**src/design/open_address_hash_table_assert.svh**
```systemverilog
// Assertion macros for the open address hash table RTL.
// Included by the modules that carry concurrent checks; expects clk and rst in scope.
`ifndef OPEN_ADDRESS_HASH_TABLE_ASSERT_SVH
`define OPEN_ADDRESS_HASH_TABLE_ASSERT_SVH
`ifndef SYNTH
// Check an implication or a plain condition on every clock outside reset
`define OHASH_ASSERT(lbl, prop) \
  lbl: assert property (@(posedge clk) disable iff (rst) prop) \
    else $error("assertion failed: lbl");
// Check that a condition leads to another one on the next clock
`define OHASH_ASSERT_NEXT(lbl, pre, post) \
  lbl: assert property (@(posedge clk) disable iff (rst) (pre) |=> (post)) \
    else $error("assertion failed: lbl");
`else
`define OHASH_ASSERT(lbl, prop)
`define OHASH_ASSERT_NEXT(lbl, pre, post)
`endif
`endif

```
**src/design/ohash_pkg.sv**
```systemverilog
// Shared types and constants of the open address hash table.
// No dependencies; imported by every module of the block but ohash_ram.
package ohash_pkg;

  localparam int TABLE_DEPTH_I = 256;
  localparam int SLOT_W = $clog2(TABLE_DEPTH_I);
  localparam int SIZE_W = SLOT_W + 1;
  localparam int KEY_W = 23;
  localparam int TAG_W = 32;
  localparam int COLL_W = 16;
  localparam int FRAC_W = 24;
  localparam int SUM_W = 15;
  localparam int QDEPTH = 2;
  localparam int QPTR_W = $clog2(QDEPTH);
  localparam int QCNT_W = $clog2(QDEPTH + 1);

  localparam logic [SIZE_W-1:0] TABLE_DEPTH = SIZE_W'(TABLE_DEPTH_I);
  // 0.414141 in unsigned Q0.24, rounded to nearest
  localparam logic [22:0] HASH_K = 23'd6948133;
  localparam logic [COLL_W-1:0] COLL_MAX = '1;

  // Request actions
  localparam logic [1:0] ACT_CLEAR  = 2'd0;
  localparam logic [1:0] ACT_INSERT = 2'd1;
  localparam logic [1:0] ACT_LOOKUP = 2'd2;

  // Result status codes
  localparam logic [1:0] ST_OK   = 2'd0;
  localparam logic [1:0] ST_MISS = 2'd1;
  localparam logic [1:0] ST_FULL = 2'd2;

  // Classified request, front to back
  typedef struct packed {
    logic [1:0]        action;
    logic [KEY_W-1:0]  key;
    logic [TAG_W-1:0]  tag;
    logic [SLOT_W-1:0] home;
    logic [SIZE_W-1:0] n;
  } cmd_t;

  // One result item
  typedef struct packed {
    logic [1:0]        status;
    logic [SLOT_W-1:0] slot;
    logic [TAG_W-1:0]  record;
    logic [SIZE_W-1:0] steps;
    logic [COLL_W-1:0] coll;
  } res_t;

endpackage

```
**src/design/ohash_front.sv**
```systemverilog
// Front end: table size register, request intake and home slot hashing.
// Depends on ohash_pkg; feeds ohash_queue with cmd_t requests.
module ohash_front import ohash_pkg::*; (
  input  logic              clk,
  input  logic              rst,
  input  logic              cfg_we,
  input  logic [SIZE_W-1:0] cfg_wdata,
  input  logic              in_valid,
  output logic              in_ready,
  input  logic [1:0]        action,
  input  logic [4:0]        day,
  input  logic [3:0]        month,
  input  logic [13:0]       year,
  input  logic [TAG_W-1:0]  record_tag,
  output logic              push,
  output cmd_t              cmd,
  input  logic              q_full
);

  logic [SIZE_W-1:0]         table_size;
  logic [SIZE_W-1:0]         eff_n;
  logic [SUM_W-1:0]          sum;
  logic [SUM_W+22:0]         prod;
  logic                      a_valid;
  logic [FRAC_W-1:0]         a_frac;
  logic [1:0]                a_action;
  logic [KEY_W-1:0]          a_key;
  logic [TAG_W-1:0]          a_tag;
  logic [SIZE_W-1:0]         a_n;
  logic [FRAC_W+SIZE_W-1:0]  home_prod;
  logic                      accept;

  // Hold the table size register
  always_ff @(posedge clk) begin
    if (rst) begin
      table_size <= TABLE_DEPTH;
    end else if (cfg_we) begin
      table_size <= cfg_wdata;
    end
  end

  // Clamp size into the usable range
  always_comb begin
    eff_n = table_size;
    if (table_size == '0) begin
      eff_n = SIZE_W'(1);
    end else if (table_size > TABLE_DEPTH) begin
      eff_n = TABLE_DEPTH;
    end
  end

  // First hash step: fraction of the date sum times the constant
  assign sum  = SUM_W'(day) + SUM_W'(month) + SUM_W'(year);
  assign prod = (SUM_W+23)'(sum) * (SUM_W+23)'(HASH_K);

  assign push     = a_valid && !q_full;
  assign in_ready = !a_valid || !q_full;
  assign accept   = in_valid && in_ready;

  // Advance the hash stage
  always_ff @(posedge clk) begin
    if (rst) begin
      a_valid <= 1'b0;
    end else if (accept) begin
      a_valid <= 1'b1;
    end else if (push) begin
      a_valid <= 1'b0;
    end
  end

  always_ff @(posedge clk) begin
    if (accept) begin
      a_frac   <= prod[FRAC_W-1:0];
      a_action <= action;
      a_key    <= {day, month, year};
      a_tag    <= record_tag;
      a_n      <= eff_n;
    end
  end

  // Second hash step: scale fraction by the size and floor
  assign home_prod = (FRAC_W+SIZE_W)'(a_frac) * (FRAC_W+SIZE_W)'(a_n);

  always_comb begin
    cmd.action = a_action;
    cmd.key    = a_key;
    cmd.tag    = a_tag;
    cmd.home   = home_prod[FRAC_W+SLOT_W-1:FRAC_W];
    cmd.n      = a_n;
  end

endmodule

```
**config.mk**
```make
export PLATFORM = sky130hd
export DESIGN_NAME = ohash_front
export DESIGN_NICKNAME = d
export VERILOG_FILES = /design/src/design/open_address_hash_table_assert.svh /design/src/design/ohash_pkg.sv /design/src/design/ohash_front.sv
export SDC_FILE = /design/constraint.sdc
export NUM_CORES = 1
export LEC_CHECK = 0
export BUFFER_PORTS_ARGS = -buffer_cell sky130_fd_sc_hd__buf_4
export CAP_MARGIN = 20
export CORE_MARGIN = 3
export CORE_UTILIZATION = 60
export CTS_BUF_LIST = sky130_fd_sc_hd__clkbuf_8 sky130_fd_sc_hd__clkbuf_16
export CTS_CLUSTER_SIZE = 14
export DETAILED_ROUTE_END_ITERATION = 8
export PLACE_DENSITY = 0.82
export SETUP_SLACK_MARGIN = 0.05
export SYNTH_ARGS = -nofsm -noshare
export SYNTH_HDL_FRONTEND = slang
export SYNTH_SLANG_ARGS = --single-unit
export TNS_END_PERCENT = 100
```
**constraint.sdc**
```tcl
create_clock -name clk -period 8.2 [get_ports clk]
set_input_delay 0.82 -clock clk [delete_from_list [all_inputs] [get_ports clk]]
set_output_delay 0.82 -clock clk [all_outputs]
set_load 0.1 [all_outputs]
```
After elaboration in Yosys (flattened, before gate mapping)
Cells that the tools add are included.

word-level totals
  bits in registers = 100
  input port bits = 71
  output and inout port bits = 76

operators by class
  add/sub/neg operators = 2
  $mul = 2
  order comparisons = 1
  muxes and demuxes = 3
  reductions and logical operators = 8

operator list
  operator                  count
  $mul A24 B9 Y32           1
  $mul A15 B23 Y24 const B  1
  $add A6 B14 Y15           1
  $gt A9 B9 Y1 const B      1
  $logic_not A9 Y1          1
  $mux W9                   1
  $add A5 B4 Y6             1
  $logic_and A1 B1 Y1       2
  $logic_not A1 Y1          2
  $mux W1                   2
  $reduce_bool A2 Y1        1
  $reduce_or A2 Y1          1
  $logic_or A1 B1 Y1        1

Depth between registers and ports, before layout
  depth in word-level cells = 4
  gate-level depth with buffers = 28
  gate-level depth less buffers = 28

Worst setup path before layout
OpenSTA, ideal clock, no wires.

  path kind = reg2out
  from = reg a_n[0]
  to = out cmd[14] (netlist bit)
  arrival = 6447 ps
  data required time = 7380 ps
  setup slack = 933 ps
  stages on the path, launching flop included = 18
  buffers on the path = 1
  cells stage by stage = edfxtp_1 > clkbuf_1 > nand2_1 > fa_1 > inv_1 > fa_1 > inv_1 > fa_1 > inv_1 > fa_1 > ha_1 > and3_1 > a221oi_2 > o21ai_1 > or3_1 > o211ai_2 > nand3b_2 > xor2_1

RTL lines
  what                      line               text
  start: declaration        ohash_front.sv:29  logic [SIZE_W-1:0] a_n;
  start signal: assignment  ohash_front.sv:77  a_n <= eff_n;
  end: declaration          ohash_front.sv:16  output cmd_t cmd,

Worst setup path in the final report
  from = in day[1]
  to = reg a_frac[23] (data pin)

between the ends
  word-level cells in the longest chain between the ends = 3

RTL lines
  what                    line               text
  start: declaration      ohash_front.sv:11  input logic [4:0] day,
  $add A5 B4 Y6           ohash_front.sv:53  assign sum = SUM_W'(day) + SUM_W'(month) + SUM_W'(year);
  $add A6 B14 Y15         ohash_front.sv:53
  $mul A15 B23 Y24        ohash_front.sv:54  assign prod = (SUM_W+23)'(sum) * (SUM_W+23)'(HASH_K);
  named net prod[23]      ohash_front.sv:23  logic [SUM_W+22:0] prod;
  end signal: assignment  ohash_front.sv:73  a_frac <= prod[FRAC_W-1:0];
  end: declaration        ohash_front.sv:25  logic [FRAC_W-1:0] a_frac;

The timed path passes the listed nets, and every way through them passes these cells.
A chain may end at the register's enable or synchronous reset.

==> reports/results.tsv <==
metric	value	unit
CTS Hold Bufs	0	
Post-DP HPWL	21300	µm
CTS Buf Count	9	
initial drt markers	380	
Syn Inst Count	1109	
Avg Cell Area, Syn	10.8	µm²
Worst Setup End Kind	flip-flop	
IO Port Bufs	146	
status	complete, no violations	
WP data required	8290	ps
post-CTS setup buffers	0	
CP arrival	7390	ps
setup TNS	0	ps
Ys Warns	0	
clk buf depth	2	
Worst-Skew Late Latency	350	ps
CTS clock-pin slew for the worst setup and hold paths	70	ps
synth cell count leaders	inv_1 (197), fa_1 (194), nand2_1 (146), ha_1 (143), edfxtp_1 (90)	
Clock Skew	3.84	ps
routed wire length	26300	µm
startpoint types	input pin	
CTS sink count	100	
GP Congestion	0.921	
prevailing post-synth register cell	edfxtp_1	
RSZ-0062 raised after global routing	no	
kind of critical path	input pin to flip-flop	
crit path max fanout	4	
Hold/Removal Path Class	flip-flop to flip-flop	
largest area contributor in the netlist	fa_1	
Slew HR	0.225	
fillcell total	1472	
Vias per Instance	5.45	
post-synthesis register bit count	100	
Die ar.	21700	µm²
Max Cap Viol	0	
DRC violations left	0	
Final min period	7300	ps
Syn Std Cell Area	12000	µm²
nets	1637	
pin count of the biggest net entering global routing	57	
Worst-Margin Slew	1160	ps
grt ovf	0	
first-pass iteration count of the detailed router	6	
register area share after synthesis	0.242	
DRT antenna net count	0	
effective utilization at floorplan	0.615	
CTS root buffer	clkbuf_16	
Slew Viols, Final	0	
Post-synth EDFFs	90	
area grow syn2layout	13.2	%
core area	19500	µm²
highest clock rate	137	MHz
post-cts resize count	0	
number of global-route vias before repair	9213	
Row Count	51	
Final setup viols	0	
layout cells sized above 1	0.148	
Synthesized Nets	1517	
Final period util	0.890	
Netlist cell types	53	
Vias	8176	
area of the multi-input gates	8210	µm²
GR Util All Layers	0.257	
CTS HTree Levels	3	
asr flop ratio synth	0	
die height	147	µm
global-route wire length before repair	44300	µm
# diodes	0	
FF+latch area	2900	µm²
top-count cell post-synth	inv_1	
TritonCTS clock tree	done	
die width	147	µm
top cell type's share of synthesized area	0.324	
initial antenna violation count	0	
Area contributors post-synth	fa_1 (32%), edfxtp_1 (23%), ha_1 (15%)	
I/O pin cnt	147	
Final Hold Fails	0	
routed length per instance	17.6	µm
## final timing paths
check,endpoint,depth (start not counted),slack (ps),from
min reg2reg,a_valid,2,520,a_valid
max reg2reg,a_key[1],3,6340,a_valid
max,a_frac[23],28,900,day[1]
min,a_valid,2,520,a_valid
## registers in the layout, indices dropped and copies added (netlist names)
signal,flops
table_size,9
a_action,2
a_key,23
a_tag,32
a_valid,1
a_frac,24
a_n,9
## metal layers
metal | routed length [µm] | GRT usage | vias to the layer above
met2 | 13500 | 0.451 | 321
met1 | 9870 | 0.309 | 4059
li1 | - | - | 3727
met3 | 1930 | 0.0567 | 69
met5 | 0 | 0 | -
met4 | 1070 | 0.104 | 0
## layout by cell type, fill, tap and decap left out, types with 3 or more instances in the layout
master     instances
and2_1            88
a21oi_1           22
dfxtp_1           10
nor2_1            24
a21oi_2            3
clkbuf_16          9
fa_1             194
nor3_1             6
xor2_1            13
xnor2_1           38
nand2_1          146
mux2i_1            8
and3_1             7
nand3_1            7
a21o_1             8
o21ai_0           10
ha_1             143
or3_1              3
o211ai_1           4
buf_4            147
inv_1            197
nor2b_1            6
o21a_1             3
nand2b_1           3
edfxtp_1          90
## cell type report
cell class / instances / area share
Inverter: 198 / 0.0547
Timing Repair Buffer: 147 / 0.0812
Clock inverter: 7 / 0.00506
Tap cell: 265 / 0.0244
Clock buffer: 9 / 0.0166
Sequential cell: 100 / 0.214
Multi-Input combinational cell: 773 / 0.604
## worst max-delay path, stage by stage
cell,delay (ps)
buf_4,120
fa_1,530
ha_1,150
inv_1,60
fa_1,470
nor2b_1,140
o21ai_0,110
a21boi_0,260
o21ai_1,150
nor2_1,160
nand2_1,80
xnor2_1,350
inv_1,120
fa_1,490
fa_1,510
inv_1,50
fa_1,380
fa_1,460
ha_1,290
ha_1,330
a21o_1,170
a21oi_1,250
nand2_1,120
o221ai_2,230
nor2_1,80
a211o_1,280
a21oi_2,150
xnor2_1,70
## per-stage QoR
step	cells	area, µm²	hold WS, ps	worst slack [ps]	util
after floorplan	1109	12000	465	933	-
after global placement	1483	13300	489	793	0.681
after detailed placement	1483	13300	506	607	0.681
after CTS	1499	13600	524	937	0.696
after global routing	1499	13600	558	391	0.696
final	1499	13600	517	899	0.696
## logic make-up after synthesis
| logic type | Yosys count | synth area share |
|---|---|---|
| buf+inv | 236 | 0.0738 |
| flops | 100 | 0.242 |
| simple gates | 305 | 0.125 |
| fa+ha+maj | 337 | 0.473 |
| compound gates | 71 | 0.0416 |
| xor+xnor | 52 | 0.0386 |
| mux | 8 | 0.00667 |
Power is not shown: default switching activity piles up to over one toggle a cycle in this logic, so the estimate is an artifact.
