==> src/design/open_address_hash_table_assert.svh <==
// Assertion macros for the open address hash table RTL.
// Included by the modules that carry concurrent checks; expects clk and rst in scope.
`ifndef OPEN_ADDRESS_HASH_TABLE_ASSERT_SVH
`define OPEN_ADDRESS_HASH_TABLE_ASSERT_SVH
`ifndef SYNTH
// Check an implication or a plain condition on every clock outside reset
`define OHASH_ASSERT(lbl, prop) \
  lbl: assert property (@(posedge clk) disable iff (rst) prop) \
    else $error("assertion failed: lbl");
// Check that a condition leads to another one on the next clock
`define OHASH_ASSERT_NEXT(lbl, pre, post) \
  lbl: assert property (@(posedge clk) disable iff (rst) (pre) |=> (post)) \
    else $error("assertion failed: lbl");
`else
`define OHASH_ASSERT(lbl, prop)
`define OHASH_ASSERT_NEXT(lbl, pre, post)
`endif
`endif

==> src/design/ohash_pkg.sv <==
// Shared types and constants of the open address hash table.
// No dependencies; imported by every module of the block but ohash_ram.
package ohash_pkg;

  localparam int TABLE_DEPTH_I = 256;
  localparam int SLOT_W = $clog2(TABLE_DEPTH_I);
  localparam int SIZE_W = SLOT_W + 1;
  localparam int KEY_W = 23;
  localparam int TAG_W = 32;
  localparam int COLL_W = 16;
  localparam int FRAC_W = 24;
  localparam int SUM_W = 15;
  localparam int QDEPTH = 2;
  localparam int QPTR_W = $clog2(QDEPTH);
  localparam int QCNT_W = $clog2(QDEPTH + 1);

  localparam logic [SIZE_W-1:0] TABLE_DEPTH = SIZE_W'(TABLE_DEPTH_I);
  // 0.414141 in unsigned Q0.24, rounded to nearest
  localparam logic [22:0] HASH_K = 23'd6948133;
  localparam logic [COLL_W-1:0] COLL_MAX = '1;

  // Request actions
  localparam logic [1:0] ACT_CLEAR  = 2'd0;
  localparam logic [1:0] ACT_INSERT = 2'd1;
  localparam logic [1:0] ACT_LOOKUP = 2'd2;

  // Result status codes
  localparam logic [1:0] ST_OK   = 2'd0;
  localparam logic [1:0] ST_MISS = 2'd1;
  localparam logic [1:0] ST_FULL = 2'd2;

  // Classified request, front to back
  typedef struct packed {
    logic [1:0]        action;
    logic [KEY_W-1:0]  key;
    logic [TAG_W-1:0]  tag;
    logic [SLOT_W-1:0] home;
    logic [SIZE_W-1:0] n;
  } cmd_t;

  // One result item
  typedef struct packed {
    logic [1:0]        status;
    logic [SLOT_W-1:0] slot;
    logic [TAG_W-1:0]  record;
    logic [SIZE_W-1:0] steps;
    logic [COLL_W-1:0] coll;
  } res_t;

endpackage

==> src/design/ohash_queue.sv <==
// Two-entry request queue between the front end and the table engine.
// Depends on ohash_pkg and the assertion macro header.
`include "open_address_hash_table_assert.svh"
module ohash_queue import ohash_pkg::*; (
  input  logic clk,
  input  logic rst,
  input  logic push,
  input  cmd_t push_cmd,
  output logic full,
  input  logic pop,
  output logic not_empty,
  output cmd_t head
);

  cmd_t              mem [QDEPTH];
  logic [QPTR_W-1:0] wptr;
  logic [QPTR_W-1:0] rptr;
  logic [QCNT_W-1:0] count;

  assign full      = (count == QCNT_W'(QDEPTH));
  assign not_empty = (count != '0);
  assign head      = mem[rptr];

  // Advance pointers and occupancy
  always_ff @(posedge clk) begin
    if (rst) begin
      wptr  <= '0;
      rptr  <= '0;
      count <= '0;
    end else begin
      if (push) begin
        wptr <= wptr + 1'b1;
      end
      if (pop) begin
        rptr <= rptr + 1'b1;
      end
      if (push && !pop) begin
        count <= count + 1'b1;
      end else if (pop && !push) begin
        count <= count - 1'b1;
      end
    end
  end

  // Store requests
  always_ff @(posedge clk) begin
    if (push) begin
      mem[wptr] <= push_cmd;
    end
  end

  `OHASH_ASSERT(a_no_overflow, push |-> !full)
  `OHASH_ASSERT(a_no_underflow, pop |-> not_empty)

endmodule

==> config.mk <==
export PLATFORM = sky130hd
export DESIGN_NAME = ohash_queue
export DESIGN_NICKNAME = d
export VERILOG_FILES = /design/src/design/ohash_pkg.sv /design/src/design/ohash_queue.sv
export VERILOG_INCLUDE_DIRS = /design/src /design/src/design
export SDC_FILE = /design/constraint.sdc
export NUM_CORES = 1
export LEC_CHECK = 0
export ABC_AREA = 1
export BUFFER_PORTS_ARGS = -buffer_cell sky130_fd_sc_hd__buf_2
export CAP_MARGIN = 40
export CORE_MARGIN = 5
export CORE_UTILIZATION = 52
export CTS_CLUSTER_DIAMETER = 30
export DETAILED_ROUTE_END_ITERATION = 8
export PLACE_DENSITY = 0.8
export REMOVE_ABC_BUFFERS = 1
export SETUP_SLACK_MARGIN = 0.05
export SYNTH_ARGS = -nofsm -noshare
export SYNTH_HDL_FRONTEND = slang
export SYNTH_SLANG_ARGS = --single-unit
==> constraint.sdc <==
create_clock -name clk -period 5 [get_ports clk]
set_input_delay 0.75 -clock clk [delete_from_list [all_inputs] [get_ports clk]]
set_output_delay 0.75 -clock clk [all_outputs]
set_load 0.02 [all_outputs]
# == Word level (Yosys, flattened, before mapping) ==
# Memory sizes are Yosys's and may differ from the RTL's. A register that Yosys moved wholly into a read port is not among the register bits.
# Index checks and enable logic that the tools add are counted.
# op_classes
n_reduce_logical,6
multipliers,0
n_eq_ne,1
muxes,6
n_addsub,4
div_mod_pow,0
shifts,0
bitwise,0
magnitude_cmp,0
# ops
op,count
$mux 1,4
$mux 2,2
$reduce_bool 2->1,2
$add 1x1->1 const B,2
$add 2x1->2 const B,1
$eq 2x2->1 const B,1
$logic_and 1x1->1,2
$logic_not 1->1,2
$sub 2x1->2 const B,1
# word_totals
mem_bits_rw,148
latch_bits,0
ff_bits,4
wordCells,21
romBits,0
inputBits,78
memories,1
output_inout_bits,76
# mem_list
memory,words,width,read_ports,rd_ports_with_merged_regs,write_ports,line_no,rtl
mem,2,74,1,1,1,ohash_queue.sv:15,cmd_t mem [QDEPTH];

# == Longest topological paths before layout ==
# Gate-level depths: netlist (run 1).
# logic_depth
ltp_word,4
depth_mapped,8
ltp_nobuf,8

# == Least setup slack after synthesis (run 1) ==
# No wires, ideal clock.
# synth_path
kind,input to register
start,input port push
end,memory mem[0][0] in the netlist's numbering (enable)
slack_ps,600
path_stages,2
path_buffers,0
setup_ps,509
t_arrival_ps,3891
t_required_ps,4491
path_cell_list,inv_1 nor2_1
# synth_via
elab_chain_cells,2
# synth_rtl
item,line_no,rtl
"start, declared",ohash_queue.sv:7,"input logic push,"
$mux 1,ohash_queue.sv:47,if (push) begin
$mux 1 (not written as such),ohash_queue.sv:48,mem[wptr] <= push_cmd;
"end, declared",ohash_queue.sv:15,
# No other way between the ends.

==> impl_metrics.tcl, run 1 <==
set metrics [dict create \
    status "finished clean" \
    pin_count 154 \
    max_clock_freq_ghz 0.3752 \
    worstSetupPathType "register to primary output" \
    hold_start "push_cmd[36]" \
    finalNetCount 512 \
    instances_no_fill 587 \
    core-area_sq_mm 0.01089 \
    cap_violations 0 \
    clock_path_buffers 2 \
    grt-ovfl-total 0 \
    regToRegSetupSlack_ns 3.11 \
    via_per_inst 4.906 \
    routed_wl_mm 10.00 \
    cp-start-kind "register" \
    layout_common_cells "153 x buf_2, 148 x edfxtp_1, 60 x mux2_4" \
    p_sw_mw 0.6943 \
    num_rows 38 \
    grtUsageMet3 0.05849 \
    relSlewSlack 0.5599 \
    crit_required_ns 4.25 \
    synth.avg_cell_area_sq_um 22.10 \
    grt_pass1_vias 2958 \
    post-cts-setup-buffers 0 \
    grt_pass1_wl_mm 15.24 \
    timing.rr.end "mem[1][14]" \
    synth.distinct_cells 16 \
    whs_endpoint "mem[0][36]" \
    cts_root_buf "clkbuf_8" \
    swShare 0.2189 \
    power.density_mw_per_mm2 429.7 \
    p_clk_frac 0.407 \
    dr.pass1.iters 4 \
    hpwl_mm 6.895 \
    wl_per_cell_microns 17.04 \
    cts_sinks 153 \
    layout_commonest_cell "buf_2" \
    ys.warnings.count 0 \
    ir_drop_mv 0.2360 \
    die_h_microns 115.7 \
    critPathArrivalTime_ns 1.92 \
    hold_violations 0 \
    drv_slew 0 \
    drive_above_1_share 0.5964 \
    cts_hold_buf 0 \
    grt_setup_unrepaired "no" \
    cts_inserted_buffers 17 \
    min_path_type "input port to register" \
    tightest_slew_ns 0.6594 \
    syn_area_sq_mm 0.005813 \
    r2r_cells 3 \
    cts.clk_slew.worst_paths_ns 0.06 \
    grtUsageMet2 0.2589 \
    area.growth.synth_to_final_pct 26.97 \
    fin_tns_setup_ns 0 \
    postSynthCellCount 263 \
    drc 0 \
    p_int_mw 2.477 \
    cts-resized-gates 0 \
    clock_latency_ns 0.51 \
    setup_slack_ns 2.335 \
    ys_ff_latch 153 \
    pre_cts_slack_ns 2.598 \
    whs_ns 0.4206 \
    grt_usage 0.1552 \
    cp-end-kind "primary output" \
    whs_path_depth 1 \
    p_leak_nw 2.960 \
    critPathMaxFanout 23 \
    share_comb_of_total_power 0.119 \
    cts_tree "done" \
    dp_cells 554 \
    seqPwrFrac 0.475 \
    postRouteAntennaNets 0 \
    setup_viol 0 \
    grt-busiest-layer "met2" \
    skew_ns 0.006984 \
    portBuffers 153 \
    die-width_microns 115.7 \
    grt_max_degree 45 \
    floorplan.initialDensity 0.5339 \
    met1_usage 0.1789 \
    vias 2880 \
    place_congestion 0.7073 \
    cts_max_level 4 \
    period_share 0.5331 \
    antenna_found_initial 1 \
    min_period_ns 2.665 \
    worstReg2RegStart "wptr" \
    drtIter0Drc 114 \
    dieArea_sq_mm 0.01339 \
    ys_seq_area_frac 0.7817 \
]
## critical path, stage by stage (launching register included)
cell	delay [ns]
dfxtp_4	0.46
buf_4	0.42
mux2_4	0.35
buf_2	0.16
## metal layers
layer | vias to the layer above | share of wire
met2 | 113 | 0.52
met3 | 18 | 0.081
met1 | 1382 | 0.38
li1 | 1367 | -
met5 | - | 0
met4 | 0 | 0.020
## cells by family after synthesis
group,Yosys count,share of synthesized area
and+or+nand+nor,15,0.01055
AOI/OAI and AO/OA,2,0.001720
buffers and inverters,17,0.02023
xor gates and xnor gates,1,0.001507
DFF,153,0.7817
adders and majority gates,1,0.002152
muxes,74,0.1821
## power groups by stage
stage	sequential, mW	clock [mW]	combinational, mW
floorplan	1.55	0	0.241
global placement	1.55	0	0.349
detailed placement	1.53	0	0.383
CTS	1.51	1.31	0.383
global route	1.51	1.38	0.402
finish	1.51	1.29	0.376
## stage by stage
step	power [mW]	area [sq um]	utilization
after CTS	3.204	7378	0.6777
final	3.171	7381	0.6779
after global routing	3.292	7381	0.6779
after detailed placement	1.916	6768	0.6216
after global placement	1.895	6713	0.6165
after floorplan	1.792	5729	-
## cell usage after synthesis (all sizes together)
cell type | number | area share
o21ai | 1 | 0.00086
nor2 | 6 | 0.0039
buf | 8 | 0.014
ha | 1 | 0.0022
edfxtp | 148 | 0.76
nand2 | 6 | 0.0039
inv | 9 | 0.0058
nand4 | 1 | 0.0011
xnor2 | 1 | 0.0015
dfxtp | 5 | 0.017
nand3 | 1 | 0.00086
mux2 | 74 | 0.18
a21oi | 1 | 0.00086
nor3 | 1 | 0.00086
## registers in the layout, summed over array words and instances, names as in the netlist, named ones only
name	count
wptr	1
count	2
mem	148
rptr	1
## area by class of cell
type	instances	area, sq um
Clock buffer	20	435.4
Sequential cell	153	4548
Multi-Input combinational cell	93	1159
Antenna cell	1	2.502
Timing Repair Buffer	159	850.8
Fill cell	735	3507
Tap cell	140	175.2
Inverter	9	35.03
Clock inverter	12	175.2
## how the worst max path moves through the flow
stage | from | endpoint | slack [ns] | cells after the start
4_1_cts | register | head[49] | 2.30 | 3
3_3_place_gp | register | head[35] | 2.29 | 3
3_5_place_dp | push | mem[1][2] | 2.60 | 4
5_1_grt | register | head[49] | 2.26 | 3
2_1_floorplan | push | mem[0][0] | 0.60 | 2
6_report | register | head[49] | 2.33 | 3
No activity file was read; power rests on OpenSTA's default activity.
==> inputs of run 2 (changes only) <==
==> constraint.sdc (replaced) <==
create_clock -name clk -period 2.6 [get_ports clk]
set_input_delay 0.39 -clock clk [delete_from_list [all_inputs] [get_ports clk]]
set_output_delay 0.39 -clock clk [all_outputs]
set_load 0.02 [all_outputs]
==> impl_metrics.tcl, run 2 (same netlist as run 1, synthesis figures left out) <==
set metrics [dict create \
    skew_ns 0.006042 \
    share_comb_of_total_power 0.121 \
    diodes 0 \
    grt_max_degree 42 \
    cts_max_level 4 \
    wl_per_cell_microns 17.65 \
    fillers 732 \
    worstSetupPathType "register to primary output" \
    utilization 0.6767 \
    cp-end-kind "primary output" \
    finalNetCount 515 \
    core-area_sq_mm 0.01089 \
    whs_ns 0.06989 \
    clock_latency_ns 0.50 \
    status "finished clean" \
    critPathMaxFanout 22 \
    area.growth.synth_to_final_pct 26.75 \
    cts_hold_buf 0 \
    setup_viol 0 \
    routed_wl_mm 10.40 \
    grt_setup_unrepaired "no" \
    place_congestion 0.7718 \
    drv_slew 0 \
    cp-start-kind "register" \
    cts_sinks 153 \
    largest-register "mem" \
    largest_registers "mem x148, count x2" \
    seqPwrFrac 0.486 \
    dp_cells 557 \
    power.density_mw_per_mm2 811.5 \
    num_rows 38 \
    antenna_found_initial 0 \
    total_power_mw 5.979 \
    final-seq-area_sq_mm 0.004548 \
    layout_commonest_cell "buf_2" \
    worstReg2RegStart "wptr" \
    cts_inserted_buffers 17 \
    pre_cts_slack_ns 0.7474 \
    p_sw_mw 1.350 \
    fin_area_sq_mm 0.007368 \
    tightest_slew_ns 0.5366 \
    die-width_microns 115.7 \
    grt-ovfl-total 0 \
    layout_common_cells "153 x buf_2, 148 x edfxtp_1, 60 x mux2_4" \
    clock_path_buffers 2 \
    crit_chain "buf_4, mux2_2, buf_2" \
    post-cts-setup-buffers 0 \
    hold_violations 0 \
    ir_drop_mv 0.5008 \
    grt_pass1_wl_mm 15.89 \
    drive_above_1_share 0.5991 \
    floorplan.initialDensity 0.5339 \
    cp_slowest_stage_delay_ns 0.63 \
    grt_usage 0.1606 \
    crit_slowest_cell "dfxtp_4" \
    post_dp_cell_area_sq_mm 0.006788 \
    die_h_microns 115.7 \
    instances_no_fill 589 \
    vias 2927 \
    grt_pass1_vias 3144 \
    pin_count 154 \
    setup_slack_ns 0.2438 \
    cts.clk_slew.worst_paths_ns 0.06 \
    cap_violations 0 \
    drtIter0Drc 123 \
    dieArea_sq_mm 0.01339 \
    p_leak_nw 2.956 \
    largest_register_ffs 148 \
    cts_tree "done" \
    multi_input_area_sq_mm 0.001159 \
    portBuffers 153 \
    fin_tns_setup_ns 0 \
    p_int_mw 4.629 \
    crit_required_ns 2.21 \
    dr.pass1.iters 4 \
    drc 0 \
    hold_start "push_cmd[28]" \
    via_per_inst 4.969 \
    swShare 0.2258 \
    min_path_type "input port to register" \
    p_clk_frac 0.393 \
    min_period_ns 2.356 \
    cts-resized-gates 0 \
    max_clock_freq_ghz 0.4244 \
    cts_root_buf "clkbuf_8" \
    hpwl_mm 7.289 \
    relSlewSlack 0.6419 \
    postRouteAntennaNets 0 \
    critPathArrivalTime_ns 1.97 \
    period_share 0.9062 \
]
run 2: cell count changes in the layout (fill, tap and decap cells not counted), moves of 2 or more:
cell and delta:
buf_12 +3, buf_16 -2, buf_4 +2, bufinv_16 -2, clkbuf_8 +2, clkinv_4 -2, inv_6 +2
run 2: final cells by class:
cell class	count	area share
inverter	9	0.004755
sequential	153	0.6173
clock buffer	22	0.06283
clock inverter	10	0.01596
multi-input combinational	93	0.1572
timing repair buffer	162	0.1182
tap	140	0.02377
run 2: power groups by stage:
stage,clock network (mW),registers (mW),logic [mW]
2_1_floorplan,0,2.98,0.464
3_3_place_gp,0,2.95,0.714
3_5_place_dp,0,2.96,0.730
4_1_cts,2.40,2.91,0.732
5_1_grt,2.52,2.92,0.768
6_report,2.35,2.91,0.721
run 2: path summary, 6_finish.rpt:
kind,depth (start not counted),slack [ns],to
max,3,0.24,head[67]
min,1,0.07,mem[1][28]
max reg2reg,3,1.03,mem[1][65]
min reg2reg,2,0.52,register
run 2: worst max-delay path: cells and delay by family, from the launching register on:
family,cells,cell delay (ns)
mux,1,0.37
flops,1,0.63
buf+inv,2,0.47
run 2: per-layer routing:
| layer | share of wire | global-route usage |
|---|---|---|
| met5 | 0 | 0 |
| met1 | 0.39 | 0.1880 |
| met4 | 0.012 | 0.06187 |
| met3 | 0.073 | 0.05065 |
| met2 | 0.53 | 0.2782 |
==> inputs of run 3 (changes only) <==
--- a/config.mk
+++ b/config.mk
@@ -14,7 +14,6 @@
 export CTS_CLUSTER_DIAMETER = 30
 export DETAILED_ROUTE_END_ITERATION = 8
 export PLACE_DENSITY = 0.8
-export REMOVE_ABC_BUFFERS = 1
 export SETUP_SLACK_MARGIN = 0.05
 export SYNTH_ARGS = -nofsm -noshare
 export SYNTH_HDL_FRONTEND = slang
==> impl_metrics.tcl, run 3 (same netlist as run 1, synthesis figures left out) <==
set metrics [dict create \
    status "finished clean" \
    largest_registers "mem x148, count x2" \
    whs_path_depth 1 \
    r2r_cells 3 \
    grt-ovfl-total 0 \
    grt_setup_unrepaired "no" \
    largest-register "mem" \
    post-cts-setup-buffers 0 \
    max_clock_freq_ghz 0.4177 \
    hold_violations 0 \
    largest_register_ffs 148 \
    clock_path_buffers 2 \
    crit_required_ns 2.21 \
    drive_above_1_share 0.5996 \
    crit_chain "buf_12, mux2_2, buf_2" \
    die_h_microns 115.7 \
    relSlewSlack 0.5710 \
    pin_count 154 \
    vias 2934 \
    skew_ns 0.005392 \
    floorplan.initialDensity 0.5339 \
    hpwl_mm 7.215 \
    p_sw_mw 1.369 \
    whs_endpoint "mem[1][20]" \
    grt_usage 0.1589 \
    pre_cts_slack_ns 0.7103 \
    grt_pass1_vias 3200 \
    num_rows 38 \
    grt_pass1_wl_mm 15.50 \
    whs_ns 0.05801 \
    portBuffers 153 \
    swShare 0.2192 \
    drv_slew 0 \
    crit_slowest_cell "dfxtp_4" \
    clock_latency_ns 0.51 \
    min_path_type "input port to register" \
    antenna_found_initial 0 \
    cts_sinks 153 \
    cap_violations 0 \
    share_comb_of_total_power 0.114 \
    postRouteAntennaNets 0 \
    cp-start-kind "register" \
    tightest_slew_ns 0.6419 \
    die-width_microns 115.7 \
    dieArea_sq_mm 0.01339 \
    p_int_mw 4.877 \
    drtIter0Drc 101 \
    grt_max_degree 35 \
    finalNetCount 513 \
    dr.pass1.iters 4 \
    cp-end-kind "primary output" \
    cts_hold_buf 0 \
    timing.rr.end "mem[1][24]" \
    cts_inserted_buffers 17 \
    critPathArrivalTime_ns 2.00 \
    routed_wl_mm 10.27 \
    fin_tns_setup_ns 0 \
    drc 0 \
    layout_common_cells "153 x buf_2, 148 x edfxtp_1, 60 x mux2_4" \
    cp_slowest_stage_delay_ns 0.64 \
    p_leak_nw 2.985 \
    via_per_inst 4.998 \
    worstSetupPathType "register to primary output" \
    place_congestion 0.7914 \
    crit_family "flip-flops" \
    core-area_sq_mm 0.01089 \
    area.growth.synth_to_final_pct 27.83 \
    min_period_ns 2.394 \
    utilization 0.6825 \
    synth_nets 342 \
    power.density_mw_per_mm2 840.6 \
    setup_viol 0 \
    wl_per_cell_microns 17.50 \
    cts_root_buf "clkbuf_8" \
    hold_start "push_cmd[20]" \
    diodes 0 \
    seqPwrFrac 0.466 \
    cts.clk_slew.worst_paths_ns 0.06 \
    critPathMaxFanout 29 \
    cts-resized-gates 0 \
    layout_commonest_cell "buf_2" \
    ir_drop_mv 0.6156 \
    crit_buf_inv 2 \
    cts_tree "done" \
    setup_slack_ns 0.2059 \
    p_clk_frac 0.420 \
    period_share 0.9208 \
    regToRegSetupSlack_ns 1.06 \
    cts_max_level 4 \
    worstReg2RegStart "wptr" \
]
[run 3: cell count changes in the layout (fill, tap and decap cells not counted), sizes merged]
cell | previous run | this run
buf | 162 | 160
bufinv | 2 | 5
clkbuf | 22 | 19
clkinvlp | 4 | 2
inv | 10 | 12
[run 3: routing by layer]
layer	wire length [microns]	global-route usage	part of all wire
met3	872	0.06841	0.085
met1	3619	0.1590	0.35
met2	5620	0.2870	0.55
met5	0	0	0
met4	160	0.06883	0.016
[run 3: layout make-up]
class / instances / area, sq um
sequential: 153 / 4548
inverter: 9 / 35.03
multi-input combinational: 93 / 1159
fill: 731 / 3457
clock buffer: 19 / 431.7
timing repair buffer: 160 / 868.3
tap: 140 / 175.2
clock inverter: 13 / 214.0
[run 3: metrics by stage]
| step | power, mW | std cells | instance area (sq um) |
|---|---|---|---|
| after detailed placement | 3.687 | 555 | 6785 |
| final | 6.246 | 587 | 7431 |
| after global routing | 6.472 | 587 | 7431 |
| after floorplan | 3.439 | 263 | 5821 |
| after CTS | 6.316 | 587 | 7431 |
| after global placement | 3.665 | 555 | 6785 |
[run 3: worst max path at each step]
stage,to,startpoint,cells after the start,slack [ns]
after detailed placement,head[68],register,3,0.71
after floorplan,mem[1][0],push,2,0.28
after global routing,head[61],register,3,0.1
final,head[54],register,3,0.21
after global placement,head[68],register,3,0.73
after CTS,head[61],register,3,0.14
[run 3: power by group through the flow]
stage	combinational [mW]	sequential, mW	clock [mW]
after floorplan	0.505	2.93	0
after global routing	0.761	2.92	2.79
after global placement	0.709	2.96	0
after CTS	0.727	2.91	2.68
after detailed placement	0.723	2.96	0
final	0.714	2.91	2.62
